$ cat src/design/gvs_pkg.sv
// ----------------------------------------------------------------------------
// gvs_pkg: shared types and constants of the GC victim selector
// Event codes, configuration register indexes, field widths and reset values.
// ----------------------------------------------------------------------------
package gvs_pkg;

  // Field widths fixed by the word format
  localparam int HANDLE_W   = 32;
  localparam int MAXRUN_W   = 4;
  localparam int THRESH_W   = 17;
  localparam int KIND_W     = 2;
  localparam int CFG_IDX_W  = 1;
  localparam int CFG_DATA_W = 17;

  // Q16 fixed point: 1.0 is 1 << 16
  localparam int Q16_SHIFT = 16;
  localparam logic [THRESH_W-1:0] Q16_ONE = THRESH_W'(1) << Q16_SHIFT;

  // Defaults for the top level parameters
  localparam int DEF_MAX_RUNNING = 8;
  localparam int DEF_COUNT_BITS  = 24;

  // Configuration reset values
  localparam logic [MAXRUN_W-1:0] RST_MAX_RUNNING = MAXRUN_W'(1);
  localparam logic [THRESH_W-1:0] RST_THRESHOLD   = THRESH_W'(32768);

  typedef enum logic [KIND_W-1:0] {
    KIND_SCAN_BEGIN = 2'd0,
    KIND_ENTRY      = 2'd1,
    KIND_SCAN_END   = 2'd2,
    KIND_FINISHED   = 2'd3
  } kind_t;

  typedef enum logic [CFG_IDX_W-1:0] {
    REG_MAX_RUNNING       = 1'd0,
    REG_GARBAGE_THRESHOLD = 1'd1
  } cfg_reg_t;

endpackage

$ cat src/design/gvs_if.sv
// ----------------------------------------------------------------------------
// gvs_if: word channels of the GC victim selector
// Event input channel and result channel, valid/ready handshake.
// ----------------------------------------------------------------------------
interface gvs_in_if #(
  parameter int COUNT_BITS = gvs_pkg::DEF_COUNT_BITS
);
  logic                          valid;
  logic                          ready;
  logic [gvs_pkg::KIND_W-1:0]    kind;
  logic [gvs_pkg::HANDLE_W-1:0]  chunk_handle;
  logic                          sealed;
  logic [COUNT_BITS-1:0]         referenced_blocks;
  logic [COUNT_BITS-1:0]         written_blocks;
  logic                          failed;

  modport source (
    output valid, kind, chunk_handle, sealed, referenced_blocks, written_blocks, failed,
    input  ready
  );
  modport sink (
    input  valid, kind, chunk_handle, sealed, referenced_blocks, written_blocks, failed,
    output ready
  );
endinterface

interface gvs_out_if;
  logic                          valid;
  logic                          ready;
  logic                          launched;
  logic [gvs_pkg::HANDLE_W-1:0]  victim_handle;
  logic                          error_pending;

  modport source (
    output valid, launched, victim_handle, error_pending,
    input  ready
  );
  modport sink (
    input  valid, launched, victim_handle, error_pending,
    output ready
  );
endinterface

$ cat src/design/gvs_ratio_cmp.sv
// ----------------------------------------------------------------------------
// gvs_ratio_cmp: garbage ratio compare
// Exact test of 1 - ra/wa > 1 - rb/wb by cross-multiplication; zero written
// counts as ratio zero.
// ----------------------------------------------------------------------------
module gvs_ratio_cmp #(
  parameter int COUNT_BITS = gvs_pkg::DEF_COUNT_BITS
) (
  input  logic [COUNT_BITS-1:0] ra,
  input  logic [COUNT_BITS-1:0] wa,
  input  logic [COUNT_BITS-1:0] rb,
  input  logic [COUNT_BITS-1:0] wb,
  output logic                  greater
);
  localparam int PW = 2 * COUNT_BITS;

  logic [PW-1:0] prod_a;
  logic [PW-1:0] prod_b;
  logic          wa_zero;
  logic          wb_zero;

  assign prod_a  = PW'(ra) * PW'(wb);
  assign prod_b  = PW'(rb) * PW'(wa);
  assign wa_zero = (wa == '0);
  assign wb_zero = (wb == '0);

  always_comb begin
    priority if (!wa_zero && !wb_zero) begin
      greater = (prod_a < prod_b);
    end else if (wa_zero && !wb_zero) begin
      // b has a negative ratio when referenced exceeds written
      greater = (rb > wb);
    end else if (!wa_zero && wb_zero) begin
      greater = (ra < wa);
    end else begin
      greater = 1'b0;
    end
  end

endmodule

$ cat src/design/greedy_gc_victim_selector_top.sv
// ----------------------------------------------------------------------------
// greedy_gc_victim_selector_top: greedy garbage-collection victim selector
// Path: a scan-end word's result reaches out_ch through the input register,
//   then the result register; a held result word keeps it in the input register.
// Throughput: one word per cycle while no held result word stalls a scan end;
//   only a scan end waits on the result register, other words move on freely.
// Reset: synchronous, active low; running set empty, no best entry, error
//   latch clear, max_running = 1, garbage_threshold = 0.5.
// ----------------------------------------------------------------------------
module greedy_gc_victim_selector_top #(
  parameter int MAX_RUNNING = gvs_pkg::DEF_MAX_RUNNING,
  parameter int COUNT_BITS  = gvs_pkg::DEF_COUNT_BITS
) (
  input  logic                             clk,
  input  logic                             rst_n,
  gvs_in_if.sink                           in_ch,
  gvs_out_if.source                        out_ch,
  input  logic                             cfg_we,
  input  logic [gvs_pkg::CFG_IDX_W-1:0]    cfg_index,
  input  logic [gvs_pkg::CFG_DATA_W-1:0]   cfg_wdata
);
  import gvs_pkg::*;

  localparam int CNT_W = $clog2(MAX_RUNNING + 1);
  localparam int CMP_W = (CNT_W > MAXRUN_W) ? CNT_W : MAXRUN_W;
  localparam int TPW   = THRESH_W + COUNT_BITS;

  // --------------------------------------------------------------------------
  // Configuration registers
  // --------------------------------------------------------------------------
  logic [MAXRUN_W-1:0] max_run_r;
  logic [THRESH_W-1:0] thresh_r;

  always_ff @(posedge clk) begin
    if (!rst_n) begin
      max_run_r <= RST_MAX_RUNNING;
      thresh_r  <= RST_THRESHOLD;
    end else if (cfg_we) begin
      unique case (cfg_reg_t'(cfg_index))
        REG_MAX_RUNNING:       max_run_r <= cfg_wdata[MAXRUN_W-1:0];
        REG_GARBAGE_THRESHOLD: thresh_r  <= cfg_wdata[THRESH_W-1:0];
        default:               ;
      endcase
    end
  end

  // --------------------------------------------------------------------------
  // Input stage: the threshold test depends only on the word and on config,
  // so it is resolved here and carried as one candidate bit.
  // --------------------------------------------------------------------------
  logic                  thr_in_range;
  logic [THRESH_W-1:0]   thr_rem;
  logic [TPW-1:0]        thr_lhs;
  logic [TPW-1:0]        thr_rhs;
  logic                  thr_ok;
  logic                  cand_in;

  assign thr_in_range = (thresh_r <= Q16_ONE);
  assign thr_rem      = Q16_ONE - thresh_r;
  assign thr_lhs      = TPW'(thr_rem) * TPW'(in_ch.written_blocks);
  assign thr_rhs      = TPW'({in_ch.referenced_blocks, {Q16_SHIFT{1'b0}}});

  always_comb begin
    priority if (!thr_in_range) begin
      thr_ok = 1'b0;
    end else if (in_ch.written_blocks == '0) begin
      thr_ok = (thresh_r == '0);
    end else begin
      thr_ok = (thr_lhs >= thr_rhs);
    end
  end

  assign cand_in = in_ch.sealed && (in_ch.referenced_blocks != '0) && thr_ok;

  logic                  in_v_r;
  kind_t                 kind_r;
  logic [HANDLE_W-1:0]   handle_r;
  logic [COUNT_BITS-1:0] ref_r;
  logic [COUNT_BITS-1:0] wr_r;
  logic                  failed_r;
  logic                  cand_r;

  logic                  fire;
  logic                  out_free;
  logic                  in_acc;

  // Output register is free when empty or being drained this cycle
  assign out_free    = !out_ch.valid || out_ch.ready;
  assign fire        = in_v_r && ((kind_r != KIND_SCAN_END) || out_free);
  assign in_ch.ready = !in_v_r || fire;
  assign in_acc      = in_ch.valid && in_ch.ready;

  always_ff @(posedge clk) begin
    if (!rst_n) begin
      in_v_r <= 1'b0;
    end else if (in_acc) begin
      in_v_r <= 1'b1;
    end else if (fire) begin
      in_v_r <= 1'b0;
    end
  end

  always_ff @(posedge clk) begin
    if (in_acc) begin
      kind_r   <= kind_t'(in_ch.kind);
      handle_r <= in_ch.chunk_handle;
      ref_r    <= in_ch.referenced_blocks;
      wr_r     <= in_ch.written_blocks;
      failed_r <= in_ch.failed;
      cand_r   <= cand_in;
    end
  end

  // --------------------------------------------------------------------------
  // Running set: handles are only looked at under their valid bit, so the
  // handle registers carry no reset.
  // --------------------------------------------------------------------------
  logic [MAX_RUNNING-1:0] run_valid_r;
  logic [HANDLE_W-1:0]    run_handle_r [MAX_RUNNING];

  logic [MAX_RUNNING-1:0] hit_vec;
  logic [MAX_RUNNING-1:0] hit_oh;
  logic [MAX_RUNNING-1:0] free_oh;
  logic                   hit_any;
  logic                   free_any;
  logic [CNT_W-1:0]       run_cnt;

  always_comb begin
    for (int i = 0; i < MAX_RUNNING; i++) begin
      hit_vec[i] = run_valid_r[i] && (run_handle_r[i] == handle_r);
    end
  end

  // lowest matching slot, lowest free slot
  assign hit_oh   = hit_vec & (~hit_vec + MAX_RUNNING'(1));
  assign free_oh  = ~run_valid_r & (run_valid_r + MAX_RUNNING'(1));
  assign hit_any  = |hit_vec;
  assign free_any = |free_oh;

  always_comb begin
    run_cnt = '0;
    for (int i = 0; i < MAX_RUNNING; i++) begin
      run_cnt = run_cnt + CNT_W'(run_valid_r[i]);
    end
  end

  // --------------------------------------------------------------------------
  // Best-entry tracking
  // --------------------------------------------------------------------------
  logic                  best_valid_r;
  logic [HANDLE_W-1:0]   best_handle_r;
  logic [COUNT_BITS-1:0] best_ref_r;
  logic [COUNT_BITS-1:0] best_wr_r;
  logic                  err_latch_r;

  logic                  beats_best;

  gvs_ratio_cmp #(
    .COUNT_BITS (COUNT_BITS)
  ) u_ratio_cmp (
    .ra      (ref_r),
    .wa      (wr_r),
    .rb      (best_ref_r),
    .wb      (best_wr_r),
    .greater (beats_best)
  );

  logic is_begin;
  logic is_entry;
  logic is_end;
  logic is_finish;
  logic take_best;
  logic launch;
  logic err_nxt;

  assign is_begin  = fire && (kind_r == KIND_SCAN_BEGIN);
  assign is_entry  = fire && (kind_r == KIND_ENTRY);
  assign is_end    = fire && (kind_r == KIND_SCAN_END);
  assign is_finish = fire && (kind_r == KIND_FINISHED);

  // ties keep the earlier entry
  assign take_best = is_entry && !hit_any && cand_r && (!best_valid_r || beats_best);
  assign launch    = is_end && best_valid_r && free_any &&
                     (CMP_W'(run_cnt) < CMP_W'(max_run_r));

  always_comb begin
    err_nxt = err_latch_r;
    priority if (is_finish && hit_any) begin
      err_nxt = failed_r;
    end else if (is_end && !launch && (run_cnt == '0)) begin
      err_nxt = 1'b0;
    end else begin
      err_nxt = err_latch_r;
    end
  end

  always_ff @(posedge clk) begin
    if (!rst_n) begin
      best_valid_r  <= 1'b0;
      best_handle_r <= '0;
      best_ref_r    <= '0;
      best_wr_r     <= '0;
      err_latch_r   <= 1'b0;
      run_valid_r   <= '0;
    end else begin
      err_latch_r <= err_nxt;
      if (is_begin || is_end) begin
        best_valid_r  <= 1'b0;
        best_handle_r <= '0;
        best_ref_r    <= '0;
        best_wr_r     <= '0;
      end else if (take_best) begin
        best_valid_r  <= 1'b1;
        best_handle_r <= handle_r;
        best_ref_r    <= ref_r;
        best_wr_r     <= wr_r;
      end
      if (is_finish) begin
        run_valid_r <= run_valid_r & ~hit_oh;
      end else if (launch) begin
        run_valid_r <= run_valid_r | free_oh;
      end
    end
  end

  always_ff @(posedge clk) begin
    for (int i = 0; i < MAX_RUNNING; i++) begin
      if (launch && free_oh[i]) begin
        run_handle_r[i] <= best_handle_r;
      end
    end
  end

  // --------------------------------------------------------------------------
  // Result register
  // --------------------------------------------------------------------------
  logic                out_valid_r;
  logic                launched_r;
  logic [HANDLE_W-1:0] victim_r;
  logic                err_out_r;

  always_ff @(posedge clk) begin
    if (!rst_n) begin
      out_valid_r <= 1'b0;
    end else if (is_end) begin
      out_valid_r <= 1'b1;
    end else if (out_ch.ready) begin
      out_valid_r <= 1'b0;
    end
  end

  always_ff @(posedge clk) begin
    if (is_end) begin
      launched_r <= launch;
      victim_r   <= launch ? best_handle_r : '0;
      err_out_r  <= err_nxt;
    end
  end

  assign out_ch.valid         = out_valid_r;
  assign out_ch.launched      = launched_r;
  assign out_ch.victim_handle = victim_r;
  assign out_ch.error_pending = err_out_r;

  // --------------------------------------------------------------------------
  // Checks
  // --------------------------------------------------------------------------
  a_out_from_end: assert property (@(posedge clk) disable iff (!rst_n)
    $rose(out_valid_r) |-> $past(is_end))
    else $error("result word without a scan end");

  a_one_launch: assert property (@(posedge clk) disable iff (!rst_n)
    $countones(run_valid_r) <= $countones($past(run_valid_r)) + 1)
    else $error("running set grew by more than one");

  a_err_from_finish: assert property (@(posedge clk) disable iff (!rst_n)
    $rose(err_latch_r) |-> $past(is_finish && hit_any))
    else $error("error latch set without a known finish");

  a_launch_cap: assert property (@(posedge clk) disable iff (!rst_n)
    launch |=> ($countones(run_valid_r) <= MAX_RUNNING) && (run_cnt != '0))
    else $error("launch left the running set empty");

endmodule

$ cat src/flat_wrapper.sv
// flat-port wrapper written by rule: the top's interface ports become plain ports
module greedy_gc_victim_selector_top_flat import gvs_pkg::*;
#(
  parameter int MAX_RUNNING = gvs_pkg::DEF_MAX_RUNNING,
  parameter int COUNT_BITS  = gvs_pkg::DEF_COUNT_BITS
)
  (clk, rst_n, cfg_we, cfg_index, cfg_wdata, in_ch_valid, in_ch_kind, in_ch_chunk_handle, in_ch_sealed, in_ch_referenced_blocks, in_ch_written_blocks, in_ch_failed, in_ch_ready, out_ch_valid, out_ch_launched, out_ch_victim_handle, out_ch_error_pending, out_ch_ready);
  gvs_in_if #(.COUNT_BITS(COUNT_BITS)) in_ch_i ();
  gvs_out_if out_ch_i ();
  input  logic clk;
  input  logic rst_n;
  input  logic cfg_we;
  input  logic [gvs_pkg::CFG_IDX_W-1:0] cfg_index;
  input  logic [gvs_pkg::CFG_DATA_W-1:0] cfg_wdata;
  input wire logic [$bits(in_ch_i.valid)-1:0] in_ch_valid;
  input wire logic [$bits(in_ch_i.kind)-1:0] in_ch_kind;
  input wire logic [$bits(in_ch_i.chunk_handle)-1:0] in_ch_chunk_handle;
  input wire logic [$bits(in_ch_i.sealed)-1:0] in_ch_sealed;
  input wire logic [$bits(in_ch_i.referenced_blocks)-1:0] in_ch_referenced_blocks;
  input wire logic [$bits(in_ch_i.written_blocks)-1:0] in_ch_written_blocks;
  input wire logic [$bits(in_ch_i.failed)-1:0] in_ch_failed;
  output wire logic [$bits(in_ch_i.ready)-1:0] in_ch_ready;
  output wire logic [$bits(out_ch_i.valid)-1:0] out_ch_valid;
  output wire logic [$bits(out_ch_i.launched)-1:0] out_ch_launched;
  output wire logic [$bits(out_ch_i.victim_handle)-1:0] out_ch_victim_handle;
  output wire logic [$bits(out_ch_i.error_pending)-1:0] out_ch_error_pending;
  input wire logic [$bits(out_ch_i.ready)-1:0] out_ch_ready;
  assign in_ch_i.valid = in_ch_valid;
  assign in_ch_i.kind = in_ch_kind;
  assign in_ch_i.chunk_handle = in_ch_chunk_handle;
  assign in_ch_i.sealed = in_ch_sealed;
  assign in_ch_i.referenced_blocks = in_ch_referenced_blocks;
  assign in_ch_i.written_blocks = in_ch_written_blocks;
  assign in_ch_i.failed = in_ch_failed;
  assign in_ch_ready = in_ch_i.ready;
  assign out_ch_valid = out_ch_i.valid;
  assign out_ch_launched = out_ch_i.launched;
  assign out_ch_victim_handle = out_ch_i.victim_handle;
  assign out_ch_error_pending = out_ch_i.error_pending;
  assign out_ch_i.ready = out_ch_ready;
  greedy_gc_victim_selector_top #(.MAX_RUNNING(MAX_RUNNING), .COUNT_BITS(COUNT_BITS)) u_core (.clk(clk), .rst_n(rst_n), .in_ch(in_ch_i), .out_ch(out_ch_i), .cfg_we(cfg_we), .cfg_index(cfg_index), .cfg_wdata(cfg_wdata));
endmodule
$ cat config.mk
export PLATFORM = sky130hd
export DESIGN_NAME = greedy_gc_victim_selector_top_flat
export DESIGN_NICKNAME = d
export VERILOG_FILES = /design/src/design/gvs_pkg.sv /design/src/design/gvs_if.sv /design/src/design/gvs_ratio_cmp.sv /design/src/design/greedy_gc_victim_selector_top.sv /design/src/flat_wrapper.sv
export SDC_FILE = /design/constraint.sdc
export NUM_CORES = 2
export LEC_CHECK = 0
export BUFFER_PORTS_ARGS = -buffer_cell sky130_fd_sc_hd__buf_2
export CAP_MARGIN = 40
export CORE_MARGIN = 2
export CORE_UTILIZATION = 60
export CTS_CLUSTER_DIAMETER = 200
export DETAILED_ROUTE_END_ITERATION = 8
export PLACE_DENSITY = 0.77
export SETUP_SLACK_MARGIN = 0.3
export SYNTH_ARGS = -nofsm -noshare
export SYNTH_HDL_FRONTEND = slang
export SYNTH_SLANG_ARGS = --single-unit
export TNS_END_PERCENT = 100
$ cat constraint.sdc
create_clock -name clk -period 13.1 [get_ports clk]
set_input_delay 1.965 -clock clk [delete_from_list [all_inputs] [get_ports clk]]
set_output_delay 1.965 -clock clk [all_outputs]
set_load 0.05 [all_outputs]
* Word level (Yosys, flattened, before mapping)
Memories as Yosys holds them, arrays and structs flattened. Index checks and enable logic that the tools add are counted.
Storage, ports and cells: flip-flop bits (word level) 231, RAM bits 256, bits of input ports 107, output and inout port bits 36, memories kept 1
Memories:
- u_core.run_handle_r | words 8, bits a word 32, rd ports 8, clocked after Yosys merged registers in 0, write ports 1, line greedy_gc_victim_selector_top.sv:119 | logic [HANDLE_W-1:0] run_handle_r [MAX_RUNNING];
Cells by class: $add $sub $neg 10, multipliers 3, $lt $le $gt $ge 6, equality and inequality tests 12, mux-type cells 50, bitwise gates (word level) 9, reduce and logical (&&, ||, !) cells 70
Operators by type and width (number):
- equality test 32 bit | 8
- 2-to-1 mux 32 bit | 7
- OR reduction 32 bit | 7
- multiplier 24 x 24 -> 48 bit | 2
- zero test 24 bit | 3
- less-than comparator 48 bit | 1
- greater-or-equal comparator 41 x 40 -> 1 bit | 1
- multiplier 17 x 24 -> 41 bit | 1
- logical AND 1 bit | 36
- 2-to-1 mux 1 bit | 34
- adder 4 x 1 -> 4 bit | 6
- AND 8 bit | 3
- greater-than comparator 24 bit | 1
- less-than comparator 24 bit | 1
- NOT 8 bit | 3
- nonzero test 24 bit | 1
- 2-to-1 mux 3 bit | 7
- less-or-equal comparator 17 bit, second input constant | 1
- zero test 17 bit | 1
- subtractor 17 bit, first input constant | 1
- adder 8 x 1 -> 8 bit, second input constant | 2
- 2-to-1 mux 8 bit | 2
- OR reduction 8 bit | 2
- bitwise OR 8 bit | 1
- 13 further kinds | 28

* Logic depth before layout (Yosys ltp)
depth after elaboration 20, gate-level depth with buffers 43, depth with buffers taken out 40

* Cells and area by module
A second synthesis with hierarchy kept.
Unflattened totals: cell total of the unflattened synthesis 7731, area total of the unflattened synthesis 73743.2 sq um
Modules (own cells, without submodules):
- gvs_ratio_cmp | instances 1, cells an instance 4585, area each 39770.6 sq um
- greedy_gc_victim_selector_top | instances 1, cells an instance 3146, area each 33972.6 sq um

* Least setup slack after synthesis
Ideal clock, no wire load.
path kind in2reg, start point in in_ch_written_blocks[14], end point reg u_core.cand_r, data pin, setup time 167 ps, arrival 9798 ps, slack 3134 ps, stages 36, cell sequence clkbuf_1 -> clkbuf_1 -> nand2_1 -> fa_1 -> inv_1 -> fa_1 -> inv_1 -> fa_1 -> inv_1 -> fa_1 -> fa_1 -> inv_1 -> fa_1 -> inv_1 -> ha_1 -> a21o_1 -> a21oi_1 -> nor2_1 -> a311o_1 -> a21oi_1 -> o221a_2 -> o21a_1 -> o21ai_0 -> o41ai_1 -> xnor2_1 -> ha_1 -> or4bb_1 -> nor2_1 -> o311ai_0 -> nor4_1 -> nand4_1 -> nor3_1 -> nand4b_1 -> o211ai_1 -> o311ai_1 -> a211oi_1
Between the ends: word-level cells in the longest chain between the ends 5, elaborated cells between the ends (all ways) 6
Ends and longest elaborated chain:
- start, declared | line flat_wrapper.sv:20 | input wire logic [$bits(in_ch_i.written_blocks)-1:0] in_ch_written_blocks;
- multiplier 17 x 24 -> 41 bit | line greedy_gc_victim_selector_top.sv:60 | assign thr_lhs = TPW'(thr_rem) * TPW'(in_ch.written_blocks);
- greater-or-equal comparator 41 x 40 -> 1 bit | line greedy_gc_victim_selector_top.sv:69 | thr_ok = (thr_lhs >= thr_rhs);
- 2-to-1 mux 1 bit (*) | line greedy_gc_victim_selector_top.sv:66 | end else if (in_ch.written_blocks == '0) begin
- 2-to-1 mux 1 bit (*) | line greedy_gc_victim_selector_top.sv:64 | priority if (!thr_in_range) begin
- logical AND 1 bit (*) | line greedy_gc_victim_selector_top.sv:73 | assign cand_in = in_ch.sealed && (in_ch.referenced_blocks != '0) && thr_ok;
- net u_core.cand_in | line greedy_gc_victim_selector_top.sv:56 | logic cand_in;
- end signal, assigned | line greedy_gc_victim_selector_top.sv:110 | cand_r <= cand_in;
- end, declared | line greedy_gc_victim_selector_top.sv:81 | logic cand_r;
Mark *: on every way through the listed nets, which the timed path passes. The rest lies on a longest branch. A chain may end at the register's enable or synchronous reset.

* Final worst setup path
start point reg u_core.wr_r[10], end point reg u_core.best_handle_r[1]
Between the ends: word-level cells in the longest chain between the ends 8, elaborated cells between the ends (all ways) 13
Ends and longest elaborated chain:
- start, declared | line greedy_gc_victim_selector_top.sv:79 | logic [COUNT_BITS-1:0] wr_r;
- start signal, assigned | line greedy_gc_victim_selector_top.sv:108 | wr_r <= in_ch.written_blocks;
- branches (longest 5 deep; another with multiplier 24 x 24 -> 48 bit)
- 2-to-1 mux 1 bit (*) | line gvs_ratio_cmp.sv:28 | priority if (!wa_zero && !wb_zero) begin
- logical OR 1 bit (*) | line greedy_gc_victim_selector_top.sv:182 | assign take_best = is_entry && !hit_any && cand_r && (!best_valid_r || beats_best);
- logical AND 1 bit (*) | line greedy_gc_victim_selector_top.sv:182
- end signal, assigned | line greedy_gc_victim_selector_top.sv:214 | best_handle_r <= handle_r;
- end, declared | line greedy_gc_victim_selector_top.sv:151 | logic [HANDLE_W-1:0] best_handle_r;
Every way passes the cells marked *.

==> results.md <==
- Status: finished clean
- Vias/cell: 5.81
- Die X: between 300 and 400 µm
- Crit path top cell by count: fa_1
- DR DRC count: 0
- Commonest non-fill, non-tap cells in the layout: inv_1, fa_1, nand2_1, ha_1, and2_1
- Endpoints failing setup: 0
- Synthesized Nets: approximately 9500
- Fin crit share: between 80% and 90%
- RSZ-0062 raised after global routing: no
- Gate Count Post-Synth: 7533
- Post-synth cell types: 77
- Total congestion overflow: 0
- WL final: around 200000 µm
- Clk root buf: clkbuf_16
- Critical path buffers and inverters: 8
- Slew HR: 34.8%
- Antenna violations before repair: 3
- H-Tree Depth: 2
- Synth Cell Area: approximately 72000 µm²
- CTS sink cnt: approximately 500
- # fillers: 9531
- Worst path slowest cell: edfxtp_1
- Row cnt: about 130
- Worst Hold Class: reg2reg
- Violation count after the first detailed-route iteration: between 4000 and 5000
- TritonCTS clock tree: yes
- Crit path launch type: flip-flop
- DP Wirelength: ~150000 µm
- Critical Path Fanout Max: 44
- Tmin final: between 10 and 15 ns
- Maxcap violations: 0
- Share of layout cells above drive strength 1: under 10%
- Crit Path Category: reg2reg
- Vias in the first global route: between 50000 and 60000
- ANT nets after route: 0
- Clock-pin slew on the worst setup and hold paths: 0.08 ns
- Dpl cell area: 75000 µm²
- Final RePlAce weighted congestion: 0.959
- Number of cells on the critical path: 36
- Largest net degree at the start of global routing: between 50 and 60
- Critical path's top delay family: adder cells
- Die Ht: approximately 350 µm
- FMAX: 90.4 MHz
- Peak supply drop: roughly 0.9 mV
- Hold Crit Start: u_core.max_run_r[0]
- Critical Path End Type: flip-flop
- Initial Util: about three fifths
- Reg2reg start: u_core.wr_r[10]
- Synth Register Bits: 487
- Post-layout nets: 9499
- Synthesis warning total: 0
- Via Count: roughly 53000
- Bufs on Longest Clock Path: 3
- Final slew viol count: 0
- Most used DFF post-synth: edfxtp_1
- Worst EP arrival: 11.57 ns
- Worst-skew pair later-pin latency: 0.64 ns
- Post-CTS Resized: 0
- Synthesis-to-layout area growth: 5.97%
- Worst r2r dst: u_core.best_handle_r[1]
- Pwr/cell area: 227 nW/µm²
- Hold Path Sink: u_core.max_run_r[0]
- Num ports: between 100 and 150
- Post-synth EDFFs: approximately 370
- DRT Pass-1 Iters: 6
- First-pass GRT wire length: ~320000 µm
- DIE AREA: ~120000 µm²
- Slew @ Worst Pin: between 0.9 and 1 ns
- Worst Reg2Reg Path Length in Cells: 36
- Reg-to-reg slack, setup: 2.04 ns
- Setup bufs post-CTS: 0
- Core Region: between 100000 and 150000 µm²
- Commonest non-fill, non-tap cell in the layout: inv_1
- Ys async rst share: 0%
- Final Hold Viols: 0
- CTS Buf Count: 49
- # port buffers: 142
- Hold path cells: 2
- CP Data Required Time: roughly 14 ns
- LEAKAGE: between 30 and 40 nW
- Overall routing resource usage: 33.3%
- DR WL/cell: roughly 22 µm
- Finished Cell Area: ~77000 µm²
- Final TNS setup: 0 ns
- Syn_area_per_cell: approximately 9.6 µm²
- Sequential area share after synthesis: between 10% and 20%
- Cts hold-fix bufs: 0
- Max incr delay on CP: slightly below 1 ns
- Worst Skew: ~0.025 ns
-- metal layers --
| layer | GRT usage [%] | vias to the layer above | routed length (µm) |
|---|---|---|---|
| met4 | 17.7 | 6 | 12500 |
| met5 | 0 | - | 36 |
| met2 | 56.1 | 2645 | 96000 |
| met1 | 41.5 | 27000 | 72900 |
| li1 | - | 22800 | - |
| met3 | 5.44 | 700 | 17100 |
-- layout make-up --
cell class                 instances  area (µm²)  share of cell area, %
clock inverter                    23         279                  0.364
timing repair buffer             285        2070                   2.70
tap                             1612        2020                   2.63
clock buffer                      66        1380                   1.80
multi-input combinational       5081       51400                   67.1
inverter                        1599        6000                   7.83
antenna                            2        5.00                0.00653
sequential                       487       13500                   17.6
-- sequential cells by signal, indices dropped and copies added (netlist names) --
signal and count:
u_core.best_handle_r 32, u_core.best_ref_r 24, u_core.out_ch.error_pending 1, u_core.best_valid_r 1, u_core.cand_r 1, u_core.in_v_r 1
u_core.ref_r 24, u_core.out_ch.victim_handle 32, u_core.wr_r 24, u_core.best_wr_r 24, u_core.run_valid_r 8, u_core.max_run_r 4
u_core.failed_r 1, u_core.out_ch.valid 1, u_core.kind_r 2, u_core.out_ch.launched 1, u_core.handle_r 32, u_core.err_latch_r 1
u_core.thresh_r 17, u_core.run_handle_r 256
-- Yosys cell counts (70+ instances only) --
cell	count	area (µm²)
inv_1	1597	5990
edfxtp_1	374	11200
ha_1	592	7410
a21oi_1	156	781
dfxtp_1	113	2260
fa_1	1297	26000
mux2i_1	84	841
and2_1	518	3240
xnor2_1	181	1590
clkbuf_1	315	1180
nor4_1	72	450
o21ai_0	70	350
nor2_1	201	754
xor2_1	208	1820
nand2_1	1164	4370
a21o_1	90	676
-- through the flow --
step	power, mW	util [%]	instances	hold slack (ns)	setup slack, ns
floorplan	12.3	-	7533	0.443	3.13
global placement	15.4	62.2	9040	0.472	2.49
detailed placement	15.8	62.6	9064	0.482	2.47
CTS	17.4	64.0	9153	0.499	2.43
global route	19.3	64.0	9153	0.533	1.62
finish	17.4	64.0	9155	0.495	2.04
-- where the power goes --
group	internal [mW]	total, mW	switching [mW]
Combinational	6.00	14.2	8.21
Clock	0.812	1.47	0.659
Sequential	1.68	1.75	0.0727
-- kinds of logic (layout without fill, tap and decap cells) --
kind of cell	after synthesis	after routing	share of synthesized area [%]
and+or+nand+nor	2231	2231	14.5
DFF	487	487	18.6
other	0	2	0
buffers and inverters	1965	1973	10.4
AOI/OAI and AO/OA	486	486	4.38
xor gates and xnor gates	389	389	4.71
adders and majority gates	1889	1889	46.1
muxes	86	86	1.19
-- how the worst max path moves through the flow --
stage	startpoint	to
final	u_core.wr_r[10]	u_core.best_handle_r[1]
after global routing	u_core.thresh_r[2]	u_core.cand_r
after CTS	u_core.thresh_r[6]	u_core.cand_r
after detailed placement	u_core.thresh_r[6]	u_core.cand_r
after global placement	u_core.wr_r[9]	u_core.best_handle_r[21]
after floorplan	in_ch_written_blocks[14]	u_core.cand_r
-- worst reg2reg max path, delay by kind of cell, from the launching register on --
family / cells / cell delay, ns
adders and majority gates: 9 / 4.12
buffers and inverters: 8 / 1.21
and+or+nand+nor: 7 / 1.62
xor gates and xnor gates: 1 / 0.16
muxes: 1 / 0.37
AOI/OAI and AO/OA: 10 / 2.49
DFF: 1 / 0.97
Note: power is estimated with default switching activity, not from simulation.
